==> config.mk <==
export PLATFORM = sky130hd
export DESIGN_NAME = cluster_overlap_reservation_table_top
export DESIGN_NICKNAME = d
export VERILOG_FILES = /design/src/sv/corot_pkg.sv /design/src/sv/corot_span.sv /design/src/sv/corot_cmp.sv /design/src/sv/corot_mem.sv /design/src/sv/cluster_overlap_reservation_table_top.sv
export VERILOG_INCLUDE_DIRS = /design/src /design/src/sv
export SDC_FILE = /design/constraint.sdc
export NUM_CORES = 2
export LEC_CHECK = 0
export ABC_CLOCK_PERIOD_IN_PS = 13350
export BUFFER_PORTS_ARGS = -buffer_cell sky130_fd_sc_hd__buf_2
export CAP_MARGIN = 25
export CELL_PAD_IN_SITES_DETAIL_PLACEMENT = 1
export CELL_PAD_IN_SITES_GLOBAL_PLACEMENT = 2
export CORE_AREA = 2 2 344 346
export CTS_CLUSTER_SIZE = 28
export DETAILED_ROUTE_END_ITERATION = 16
export DIE_AREA = 0 0 346 348
export PLACE_DENSITY_LB_ADDON = 0.15
export SLEW_MARGIN = 40
export SYNTH_ARGS = -nofsm -noshare
export SYNTH_HDL_FRONTEND = slang
export SYNTH_SLANG_ARGS = --single-unit
==> constraint.sdc <==
create_clock -name clk -period 13.35 [get_ports clk]
set_input_delay 2.67 -clock clk [delete_from_list [all_inputs] [get_ports clk]]
set_output_delay 2.67 -clock clk [all_outputs]
set_load 0.02 [all_outputs]
==> src/sv/assert_macros.svh <==
// ----------------------------------------------------------------------------
// assert_macros: shared concurrent assertion macros
// Implication checks, same cycle and next cycle, disabled while reset is high.
// ----------------------------------------------------------------------------
`ifndef ASSERT_MACROS_SVH
`define ASSERT_MACROS_SVH

// antecedent implies consequent in the same cycle
`define ASSERT_SAME(label, clk, rst, ante, cons) \
  label: assert property (@(posedge clk) disable iff (rst) (ante) |-> (cons)) \
    else $error("assertion failed: same-cycle implication");

// antecedent implies consequent in the next cycle
`define ASSERT_NEXT(label, clk, rst, ante, cons) \
  label: assert property (@(posedge clk) disable iff (rst) (ante) |=> (cons)) \
    else $error("assertion failed: next-cycle implication");

`endif

==> src/sv/corot_pkg.sv <==
// ----------------------------------------------------------------------------
// corot_pkg: shared types and constants
// Field widths, codes, the sequencer state type and table controls of the reservation table.
// ----------------------------------------------------------------------------
`timescale 1ns / 1ps

package corot_pkg;

  // word field widths
  localparam int SECTOR_W     = 40;
  localparam int COUNT_W      = 21;
  localparam int SLOT_W       = 4;
  localparam int LOG2_W       = 3;
  localparam int SECTOR_SHIFT = 9;
  // byte address plus length needs one bit more than the shifted sector
  localparam int ADDR_W       = SECTOR_W + SECTOR_SHIFT + 1;
  localparam int SHIFT_W      = 5;

  // request mode codes
  localparam logic MODE_RESERVE = 1'b0;
  localparam logic MODE_RELEASE = 1'b1;

  // configuration register indexes
  localparam logic CFG_ENABLE = 1'b0;
  localparam logic CFG_LOG2   = 1'b1;

  // sequencer states
  typedef enum logic [1:0] {
    S_IDLE,
    S_SCAN,
    S_DONE
  } state_t;

  // entry table controls
  typedef struct packed {
    logic rd_en;
    logic wr_en;
    logic clr_en;
  } mem_ctl_t;

endpackage

==> src/sv/corot_span.sv <==
// ----------------------------------------------------------------------------
// corot_span: cluster span calculator
// Turns a sector and byte count into registered first and last cluster numbers.
// ----------------------------------------------------------------------------
`timescale 1ns / 1ps

module corot_span import corot_pkg::*; #(
  parameter int PAGE_BYTES_LOG2 = 12,
  parameter int CL_W            = 38
) (
  input  logic                clk,
  input  logic                load,
  input  logic [SECTOR_W-1:0] start_sector,
  input  logic [COUNT_W-1:0]  byte_count,
  input  logic [LOG2_W-1:0]   pages_log2,
  output logic [CL_W-1:0]     first,
  output logic [CL_W-1:0]     last
);

  logic [ADDR_W-1:0]  addr;
  logic [ADDR_W-1:0]  addr_end;
  logic [COUNT_W-1:0] len_m1;
  logic [SHIFT_W-1:0] sh;

  // byte range of the request, zero length counts as one byte
  always_comb begin
    addr     = ADDR_W'({start_sector, {SECTOR_SHIFT{1'b0}}});
    len_m1   = (byte_count == '0) ? '0 : byte_count - COUNT_W'(1);
    addr_end = addr + ADDR_W'(len_m1);
    sh       = SHIFT_W'(PAGE_BYTES_LOG2) + SHIFT_W'(pages_log2);
  end

  // cluster numbers
  always_ff @(posedge clk) begin
    if (load) begin
      first <= CL_W'(addr >> sh);
      last  <= CL_W'(addr_end >> sh);
    end
  end

endmodule

==> src/sv/corot_cmp.sv <==
// ----------------------------------------------------------------------------
// corot_cmp: span conflict comparator
// Shared unit that checks one stored entry against the pending request.
// ----------------------------------------------------------------------------
`timescale 1ns / 1ps

module corot_cmp import corot_pkg::*; #(
  parameter int CL_W = 38
) (
  input  logic            ent_valid,
  input  logic [CL_W-1:0] ent_first,
  input  logic [CL_W-1:0] ent_last,
  input  logic            ent_wr,
  input  logic [CL_W-1:0] req_first,
  input  logic [CL_W-1:0] req_last,
  input  logic            req_wr,
  output logic            conflict
);

  // spans meet and at least one side writes
  assign conflict = ent_valid && (ent_first <= req_last) && (req_first <= ent_last) &&
                    (req_wr || ent_wr);

endmodule

==> src/sv/corot_mem.sv <==
// ----------------------------------------------------------------------------
// corot_mem: entry table
// Span memory with one write and one registered read port, plus valid flops.
// ----------------------------------------------------------------------------
`timescale 1ns / 1ps

module corot_mem import corot_pkg::*; #(
  parameter int MAX_SLOTS = 16,
  parameter int CL_W      = 38,
  parameter int IDX_W     = 4
) (
  input  logic             clk,
  input  logic             rst,
  input  mem_ctl_t         ctl,
  input  logic [IDX_W-1:0] wr_addr,
  input  logic [CL_W-1:0]  wr_first,
  input  logic [CL_W-1:0]  wr_last,
  input  logic             wr_wr,
  input  logic [IDX_W-1:0] rd_addr,
  output logic             rd_valid,
  output logic [CL_W-1:0]  rd_first,
  output logic [CL_W-1:0]  rd_last,
  output logic             rd_wr
);

  localparam int DATA_W = 2 * CL_W + 1;

  logic [DATA_W-1:0]    mem [MAX_SLOTS];
  logic [MAX_SLOTS-1:0] valid;
  logic [DATA_W-1:0]    rd_data;

  // span storage
  always_ff @(posedge clk) begin
    if (ctl.wr_en) begin
      mem[wr_addr] <= {wr_first, wr_last, wr_wr};
    end
    if (ctl.rd_en) begin
      rd_data <= mem[rd_addr];
    end
  end

  // valid bits
  always_ff @(posedge clk) begin
    if (rst) begin
      valid    <= '0;
      rd_valid <= 1'b0;
    end else begin
      if (ctl.wr_en) begin
        valid[wr_addr] <= 1'b1;
      end else if (ctl.clr_en) begin
        valid[wr_addr] <= 1'b0;
      end
      if (ctl.rd_en) begin
        rd_valid <= valid[rd_addr];
      end
    end
  end

  assign rd_first = rd_data[DATA_W-1 -: CL_W];
  assign rd_last  = rd_data[CL_W:1];
  assign rd_wr    = rd_data[0];

endmodule

==> src/sv/cluster_overlap_reservation_table_top.sv <==
// ----------------------------------------------------------------------------
// cluster_overlap_reservation_table_top: address range lock table
// Grants or refuses block request reservations by cluster span overlap.
// ----------------------------------------------------------------------------
// reserve: accept, a scan of every entry (ends early on a hit), then a done state
// release, bypass or bad slot: accept, then a done state with no scan
// scan length is set by the single read port of the entry memory
// one word in flight; the next is taken while the result waits at the output
// synchronous reset clears valid bits, config to enabled and 64-page clusters
`timescale 1ns / 1ps

module cluster_overlap_reservation_table_top import corot_pkg::*; #(
  parameter int MAX_SLOTS       = 16,
  parameter int PAGE_BYTES_LOG2 = 12
) (
  input  logic                clk,
  input  logic                rst,
  input  logic                in_valid,
  output logic                in_stall,
  input  logic                mode,
  input  logic [SLOT_W-1:0]   slot,
  input  logic [SECTOR_W-1:0] start_sector,
  input  logic [COUNT_W-1:0]  byte_count,
  input  logic                is_write,
  output logic                out_valid,
  input  logic                out_stall,
  output logic                granted,
  input  logic                cfg_valid,
  output logic                cfg_ready,
  input  logic                cfg_index,
  input  logic [LOG2_W-1:0]   cfg_data
);

  `include "assert_macros.svh"

  localparam int CL_W  = ADDR_W - PAGE_BYTES_LOG2;
  localparam int IDX_W = (MAX_SLOTS > 1) ? $clog2(MAX_SLOTS) : 1;

  state_t              state, state_next;
  logic                enabled;
  logic [LOG2_W-1:0]   pages_log2;
  logic [IDX_W-1:0]    req_slot;
  logic                req_wr;
  logic [IDX_W-1:0]    scan_idx;
  logic                issue_done;
  logic                rd_live;
  logic                rd_last;
  logic                res_granted;

  logic                accept;
  logic                slot_ok;
  logic                bypass;
  logic                to_scan;
  logic                span_load;
  logic                finish;
  logic                hit;
  logic                out_free;
  mem_ctl_t            mctl;
  logic [IDX_W-1:0]    mem_addr;
  logic [CL_W-1:0]     req_first, req_last;
  logic                ent_valid, ent_wr;
  logic [CL_W-1:0]     ent_first, ent_last;

  // span unit
  corot_span #(
    .PAGE_BYTES_LOG2(PAGE_BYTES_LOG2),
    .CL_W           (CL_W)
  ) u_span (
    .clk         (clk),
    .load        (span_load),
    .start_sector(start_sector),
    .byte_count  (byte_count),
    .pages_log2  (pages_log2),
    .first       (req_first),
    .last        (req_last)
  );

  // entry table
  corot_mem #(
    .MAX_SLOTS(MAX_SLOTS),
    .CL_W     (CL_W),
    .IDX_W    (IDX_W)
  ) u_mem (
    .clk     (clk),
    .rst     (rst),
    .ctl     (mctl),
    .wr_addr (mem_addr),
    .wr_first(req_first),
    .wr_last (req_last),
    .wr_wr   (req_wr),
    .rd_addr (scan_idx),
    .rd_valid(ent_valid),
    .rd_first(ent_first),
    .rd_last (ent_last),
    .rd_wr   (ent_wr)
  );

  // shared comparator
  corot_cmp #(
    .CL_W(CL_W)
  ) u_cmp (
    .ent_valid(ent_valid),
    .ent_first(ent_first),
    .ent_last (ent_last),
    .ent_wr   (ent_wr),
    .req_first(req_first),
    .req_last (req_last),
    .req_wr   (req_wr),
    .conflict (hit)
  );

  // word decode at the input
  assign accept   = in_valid && !in_stall;
  assign slot_ok  = 32'(slot) < MAX_SLOTS;
  assign bypass   = !enabled || (mode == MODE_RELEASE);
  assign to_scan  = !bypass && slot_ok;
  assign out_free = !out_valid || !out_stall;
  assign finish   = (state == S_SCAN) && rd_live && (hit || rd_last);
  assign cfg_ready = 1'b1;

  // next state
  always_comb begin
    state_next = state;
    unique case (state)
      S_IDLE: begin
        if (accept) begin
          state_next = to_scan ? S_SCAN : S_DONE;
        end
      end
      S_SCAN: begin
        if (finish) begin
          state_next = S_DONE;
        end
      end
      S_DONE: begin
        if (out_free) begin
          state_next = S_IDLE;
        end
      end
      default: state_next = S_IDLE;
    endcase
  end

  // sequencer outputs
  always_comb begin
    in_stall    = 1'b1;
    span_load   = 1'b0;
    mctl        = '0;
    mem_addr    = req_slot;
    unique case (state)
      S_IDLE: begin
        in_stall    = 1'b0;
        span_load   = accept;
        mem_addr    = IDX_W'(slot);
        mctl.clr_en = accept && enabled && (mode == MODE_RELEASE) && slot_ok;
      end
      S_SCAN: begin
        mctl.rd_en  = !issue_done;
        mctl.wr_en  = finish && !hit;
      end
      S_DONE: begin
        in_stall    = 1'b1;
      end
      default: in_stall = 1'b1;
    endcase
  end

  // state and control registers
  always_ff @(posedge clk) begin
    if (rst) begin
      state      <= S_IDLE;
      enabled    <= 1'b1;
      pages_log2 <= LOG2_W'(6);
      issue_done <= 1'b0;
      rd_live    <= 1'b0;
      rd_last    <= 1'b0;
      out_valid  <= 1'b0;
    end else begin
      state   <= state_next;
      rd_live <= mctl.rd_en;
      rd_last <= mctl.rd_en && (scan_idx == IDX_W'(MAX_SLOTS - 1));
      if (cfg_valid && cfg_ready) begin
        unique case (cfg_index)
          CFG_ENABLE: enabled    <= cfg_data[0];
          CFG_LOG2:   pages_log2 <= cfg_data;
          default:    enabled    <= enabled;
        endcase
      end
      if (accept) begin
        issue_done <= 1'b0;
      end else if (mctl.rd_en && (scan_idx == IDX_W'(MAX_SLOTS - 1))) begin
        issue_done <= 1'b1;
      end
      if (state == S_DONE && out_free) begin
        out_valid <= 1'b1;
      end else if (!out_stall) begin
        out_valid <= 1'b0;
      end
    end
  end

  // request and result payload
  always_ff @(posedge clk) begin
    if (accept) begin
      req_slot    <= IDX_W'(slot);
      req_wr      <= is_write;
      scan_idx    <= '0;
      res_granted <= !(enabled && (mode == MODE_RESERVE) && !slot_ok);
    end else begin
      if (mctl.rd_en) begin
        scan_idx <= scan_idx + IDX_W'(1);
      end
      if (finish) begin
        res_granted <= !hit;
      end
    end
    if (state == S_DONE && out_free) begin
      granted <= res_granted;
    end
  end

  // checks
  `ASSERT_NEXT(a_reserve_scans, clk, rst, accept && to_scan, state == S_SCAN)
  `ASSERT_NEXT(a_bypass_done, clk, rst, accept && !to_scan, state == S_DONE)
  `ASSERT_SAME(a_read_in_scan, clk, rst, rd_live, $past(state) == S_SCAN)
  `ASSERT_NEXT(a_hit_refuses, clk, rst, finish && hit, !res_granted)

endmodule
### Yosys cells after proc, flatten, opt, wreduce, memory -nomap -nowiden

Memory sizes are Yosys's and may differ from the RTL's. A register that Yosys moved wholly into a read port is not among the register bits.
Cells that the tools add are included.
Widths: inputs -> output; s select.

| operators by class | value |
|---|---|
| add/subtract/negate cells | 4 |
| $lt $le $gt $ge | 5 |
| equal/unequal tests | 7 |
| shift-type cells | 2 |
| muxes and demuxes | 21 |
| bitwise gates (word level) | 4 |
| reduce and logical (&&, ||, !) cells | 28 |

Operator list:

| kind | number |
|---|---|
| $le 38x38->1 | 2 |
| $add 49x21->50 | 1 |
| $shr 50x5->38 | 1 |
| $shr 49x5->38 | 1 |
| $mux 16 | 2 |
| $logic_not 21->1 | 1 |
| $mux 21 | 1 |
| $sub 21x1->21 const B | 1 |
| $and 16x16->16 | 1 |
| $not 16->16 | 1 |
| $or 16x16->16 | 1 |
| $logic_and 1x1->1 | 12 |
| $lt 4x5->1 const B | 2 |
| $mux 2 | 5 |
| $mux 1 | 9 |
| $ne 2x2->1 const B | 3 |
| $pmux 2 s3 | 1 |
| $add 4x3->5 const A | 1 |
| $logic_not 1->1 | 5 |
| $add 4x1->4 const B | 1 |
| $bmux 1 s4 | 1 |
| $demux 1 s4 | 1 |
| $eq 4x4->1 const B | 1 |
| $ge 4x1->1 const B | 1 |
| other kinds (11) | 15 |

| word-level totals | value |
|---|---|
| register bits after elaboration | 114 |
| memory bits (writable) | 1,232 |
| output and inout port bits | 4 |
| logic and storage cells | 88 |
| memories | 1 |

Memories:

| memory | depth | bits a word | read ports | clocked after Yosys merged registers in | write ports | RTL line | text |
|---|---|---|---|---|---|---|---|
| u_mem.mem | 16 | 77 | 1 | 1 | 1 | corot_mem.sv:28 | `logic [DATA_W-1:0] mem [MAX_SLOTS];` |

### Depth between registers and ports, before layout

| depth | value |
|---|---|
| depth in word-level cells | 10 |
| gate-level depth with buffers | 21 |
| depth with buffers taken out | 19 |

### By module

A second synthesis with hierarchy kept.

| unflattened totals | value |
|---|---|
| cell total of the unflattened synthesis | 2,970 |
| area, all modules | 58,950.3 um2 |

Modules (own cells, without submodules):

| module | instances | cells each | area an instance (um2) |
|---|---|---|---|
| corot_mem | 1 | 1,900 | 49,452.4 |
| corot_span | 1 | 712 | 6,685.2 |
| corot_cmp | 1 | 273 | 1,926.8 |
| cluster_overlap_reservation_table_top | 1 | 85 | 885.8 |

### Least setup slack after synthesis

No wires, ideal clock.

| timing path | value |
|---|---|
| kind | input -> register |
| start | input port slot[1] |
| end | memory u_mem.mem[1][0] in the netlist's numbering, enable pin |
| setup time | 697 ps |
| arrival time | 10,208 ps |
| data required time | 12,653 ps |
| path slack | 2,445 ps |
| stages on the path | 3 |
| path buffers | 0 |
| cell sequence | inv_1 -> a31oi_1 -> nor4_1 |

| on the way | value |
|---|---|
| word-level cells in the longest chain between the ends | 1 |

RTL lines:

| what | RTL line | text |
|---|---|---|
| start, declared | cluster_overlap_reservation_table_top.sv:21 | `input logic [SLOT_W-1:0] slot,` |
| $mux 4 | cluster_overlap_reservation_table_top.sv:150 | `unique case (state)` |
| end, declared | corot_mem.sv:28 |  |

No other way between the ends.

### Worst setup path after layout

| timing path | value |
|---|---|
| start | input port byte_count[8] |
| end | register u_span.last[23] (data pin) |

| on the way | value |
|---|---|
| word-level cells in the longest chain between the ends | 4 |
| elaborated cells between the ends (all ways) | 5 |

RTL lines:

| what | RTL line | text |
|---|---|---|
| start, declared | cluster_overlap_reservation_table_top.sv:23 | `input logic [COUNT_W-1:0] byte_count,` |
| $sub 21x1->21 / $logic_not 21->1 (equally long branches) | corot_span.sv:28 | `len_m1 = (byte_count == '0) ? '0 : byte_count - COUNT_W'(1);` |
| $mux 21 (*) | corot_span.sv:28 |  |
| $add 49x21->50 (*) | corot_span.sv:29 | `addr_end = addr + ADDR_W'(len_m1);` |
| $shr 50x5->38 (*) | corot_span.sv:37 | `last <= CL_W'(addr_end >> sh);` |
| end signal, assigned | corot_span.sv:37 |  |
| end, declared | corot_span.sv:17 | `output logic [CL_W-1:0] last` |

Every way passes the cells marked *; elsewhere a longest branch is shown, timed or not.
A chain may end at the register's enable or synchronous reset.

==> flow_summary.rst <==
.. list-table::
   :header-rows: 1

   * - Metric
     - Value
   * - Count of buffers added by post-CTS timing repair for setup
     - 0
   * - Critical setup path kind
     - in -> reg
   * - Cell area after technology mapping
     - slightly below 0.06 mm^2
   * - Setup repair after global routing missed its margin
     - no
   * - Post-synthesis register bit count
     - between 1,000 and 1,500
   * - Syn Nets
     - 3,060
   * - Most used DFF post-synth
     - sky130_fd_sc_hd__edfxtp_1
   * - Endpoint required time on the critical path
     - roughly 14 ns
   * - Share of the synthesized area in the top cell type
     - 0.711
   * - Post-synthesis cell type count
     - between 80 and 90
   * - Routed wire length per instance
     - between 30 and 40 um
   * - Logic depth of the worst register-to-register path
     - 13
   * - Worst IR Drop VDD
     - between 0.1 and 0.15 mV
   * - Reg-to-reg critical path startpoint
     - u_span.first[36]
   * - Layout cells sized above 1
     - 0.268
   * - DRC Markers
     - 0
   * - Starting density of the core
     - 0.496
   * - Die W
     - ~350 um
   * - Max transition margin
     - 0.412
   * - Run status
     - complete, no violations
   * - Floorplan die area
     - between 0.1 and 0.15 mm^2
   * - Maximum single-stage delay on the critical path
     - 0.67 ns
   * - Total setup violations reported at the end of the flow
     - 0
   * - Buffers added on ports
     - between 70 and 80
   * - Crit path time final
     - around 7.6 ns
   * - Antenna Violating Nets Remaining
     - 0
   * - Kind of start point of the critical path
     - primary input
   * - Reported max-cap violation count
     - 0
   * - Number of detailed-routing iterations run before antenna repair
     - 6
   * - Most utilized layer in the global route result
     - met2
   * - Max stage delay cell, worst path
     - sky130_fd_sc_hd__o21a_1
   * - Pin count of the biggest net entering global routing
     - 129
   * - Slew of the pin with the lowest slew margin
     - 0.882 ns
   * - Area growth from synthesis to layout
     - 13.0%
   * - Total half-perimeter wirelength after legalization and detailed placement
     - a little under 90 mm
   * - Core Footprint
     - around 0.12 mm^2
   * - DRC violation total after the first TritonRoute iteration
     - around 3,200
   * - Layout net count
     - about 3,200
   * - Total wire length
     - around 150 mm
   * - Fraction of met3 tracks used by global routing
     - 0.0430
   * - Global-route track usage on met2
     - 0.410
   * - Clock tree root buffer cell
     - sky130_fd_sc_hd__clkbuf_16
   * - Cell breakdown of the critical path
     - buf_2, nor3_1, nand4_2, or3_1, nor2_1, nand2_1, or3_1, o21ai_0, o21ai_0, ha_1, nand2_1, o211ai_1, o21a_1, nand2_2, or4_1, a311oi_1, a21oi_1, mux2i_1
   * - Number of buffers created by CTS
     - between 100 and 150
   * - Global-route wire length before repair
     - 223 mm
   * - Die extent in y
     - about 350 um
   * - Clock slew seen by the registers of the worst setup and hold paths
     - roughly 0.060 ns
   * - CTS tree
     - yes
   * - Sum of buffers and inverters on the critical path
     - 1
   * - Clock latency of the later-clocked register in the worst-skew pair
     - 0.78 ns
   * - Fin. Hold Viols
     - 0
   * - Post-Syn Area per Cell
     - about 20 um^2
   * - Total number of yosys warnings
     - 0
   * - Share of the yosys chip area belonging to registers
     - 0.722
   * - Number of clock sinks
     - 1,405
   * - Initial antenna violation count
     - 18
   * - WHS Path Cells
     - 0
   * - Critical Path Sink
     - u_span.last[23]
   * - P per Cell Area
     - around 180 mW/mm^2
   * - All-layer global routing usage
     - 0.257
   * - Final Power
     - 11.6 mW
   * - Largest area contributor in the netlist
     - sky130_fd_sc_hd__edfxtp_1
   * - Via count normalized by instance count
     - ~6.3
   * - Post-cts gate resize count
     - 0
   * - Standard-cell rows
     - ~130
   * - Achievable clock frequency
     - 132 MHz
   * - Worst hold slack after final layout
     - a little under 0.5 ns
   * - Total number of vias
     - approximately 30,000
   * - RePlAce Congestion
     - about 0.87
   * - Share of the clock period used by the worst path after layout
     - 0.566
   * - Hold buffers post-CTS
     - 0
   * - Total cell area at the placement stage
     - roughly 0.06 mm^2
   * - Setup TNS
     - 0 ns
   * - Number of enable-type register cells in the synthesized netlist
     - 1,373
   * - Setup slack of the most critical reg-to-reg path
     - 7.29 ns
   * - Leakage Power
     - between 20 and 25 nW
   * - Worst min path class
     - reg -> reg
   * - Worst EP arrival
     - 8.17 ns
   * - Io pins
     - 80
   * - Largest cells by area after synthesis
     - sky130_fd_sc_hd__edfxtp_1 71%, sky130_fd_sc_hd__mux4_2 16%, sky130_fd_sc_hd__ha_1 1.9%
   * - Top cells by count, synth
     - 1,373 x sky130_fd_sc_hd__edfxtp_1, 405 x sky130_fd_sc_hd__mux4_2, 94 x sky130_fd_sc_hd__clkbuf_1, 88 x sky130_fd_sc_hd__inv_1, 86 x sky130_fd_sc_hd__ha_1
   * - Via count of the first global-routing pass
     - between 30,000 and 40,000
   * - Clock Tree Buf Depth
     - 3
   * - Final number of max-transition violations
     - 0
   * - Beginning of the critical path
     - byte_count[8]
   * - Worst setup skew after layout
     - roughly 0.035 ns
   * - Depth of the CTS H-tree
     - 4
   * - Met1 GRT Util
     - 0.371
   * - FF-to-FF End
     - u_mem.mem[12][61]
   * - Share of flip-flops with an asynchronous set or reset
     - 0
   * - Category of cells accounting for the largest share of critical-path delay
     - simple AND/OR/NAND/NOR gates
   * - Number of filler instances in the final layout
     - ~10,000
   * - CP endpoint kind
     - register
   * - Cells after Synth
     - 2,898
   * - Dominant cell by count in the synthesized netlist
     - sky130_fd_sc_hd__edfxtp_1
   * - Layout Cell Area excl Fill
     - 0.0655 mm^2
   * - Final global-route overflow total
     - 0
   * - Logic depth of the worst setup path including buffers
     - 18
   * - Critical Path Fanout Max
     - 17
## how the worst min path moves through the flow
stage | slack (ns) | start | end
finish | 0.49 | res_granted | granted
global route | 0.50 | res_granted | granted
CTS | 0.49 | res_granted | granted
detailed placement | 0.46 | res_granted | granted
global placement | 0.46 | res_granted | granted
floorplan | 0.41 | res_granted | granted
## stage by stage
step | utilization | setup slack (ns) | std cells
final | 0.560 | 5.79 | 4717
after global routing | 0.560 | 5.38 | 4716
after CTS | 0.559 | 5.98 | 4707
after detailed placement | 0.518 | 5.16 | 4435
after global placement | 0.516 | 5.46 | 4430
after floorplan | - | 2.44 | 2898
## power breakdown
part	internal [mW]	switching, mW	total, mW
sequential	5.20	0.286	5.48
combinational	0.968	0.975	1.94
clock	2.41	1.72	4.13
total	8.58	2.98	11.6
## routing by layer
metal / share of wire / vias to the layer above
met1: 0.44 / 16100
met2: 0.48 / 981
met4: 0.022 / 22
li1: - / 12400
met3: 0.058 / 220
met5: 0.00084 / -
## layout by cell type (no fill, tap or decap), types with 27 or more instances in the layout
cell                        Yosys  layout
sky130_fd_sc_hd__a21oi_1       54      54
sky130_fd_sc_hd__buf_2          2      79
sky130_fd_sc_hd__buf_4          1      35
sky130_fd_sc_hd__clkbuf_16      0     154
sky130_fd_sc_hd__clkinv_1       2      35
sky130_fd_sc_hd__edfxtp_1    1373    1373
sky130_fd_sc_hd__ha_1          86      86
sky130_fd_sc_hd__inv_1         88      87
sky130_fd_sc_hd__mux2_2        28      28
sky130_fd_sc_hd__mux2i_1       61      61
sky130_fd_sc_hd__mux4_2       405     405
sky130_fd_sc_hd__nand2_1       76      76
sky130_fd_sc_hd__nand4_1       27      27
sky130_fd_sc_hd__nor2_1        83      81
sky130_fd_sc_hd__nor3_1        50      35
sky130_fd_sc_hd__o21ai_0       68      68
## cell type report
class / count / area [um^2] / area share
diodes: 5 / 12.5 / 0.000191
clock buffers: 182 / 3980 / 0.0607
clock inverters: 90 / 881 / 0.0134
inverters: 90 / 338 / 0.00515
multi-input cells: 1260 / 15400 / 0.234
flip-flops and latches: 1405 / 41900 / 0.639
well taps: 1536 / 1920 / 0.0293
repair buffers: 149 / 1160 / 0.0177
## kinds of logic after synthesis
| logic type | share of synthesized area |
|---|---|
| and+or+nand+nor | 0.0327 |
| other | 0.0000647 |
| muxes | 0.173 |
| xor gates and xnor gates | 0.00559 |
| DFF | 0.722 |
| buffers and inverters | 0.0152 |
| adders and majority gates | 0.0186 |
| AOI/OAI and AO/OA | 0.0327 |
## registers in the layout, summed over array words and instances, names as in the netlist, named ones only
signal,count
enabled,1
req_wr,1
state,2
u_mem.rd_data,76
rd_live,1
pages_log2,3
u_span.first,37
granted,1
res_granted,1
scan_idx,4
u_mem.rd_valid,1
u_span.last,38
rd_last,1
out_valid,1
req_slot,4
u_mem.mem,1216
issue_done,1
Power figures use the tool's default switching activity.
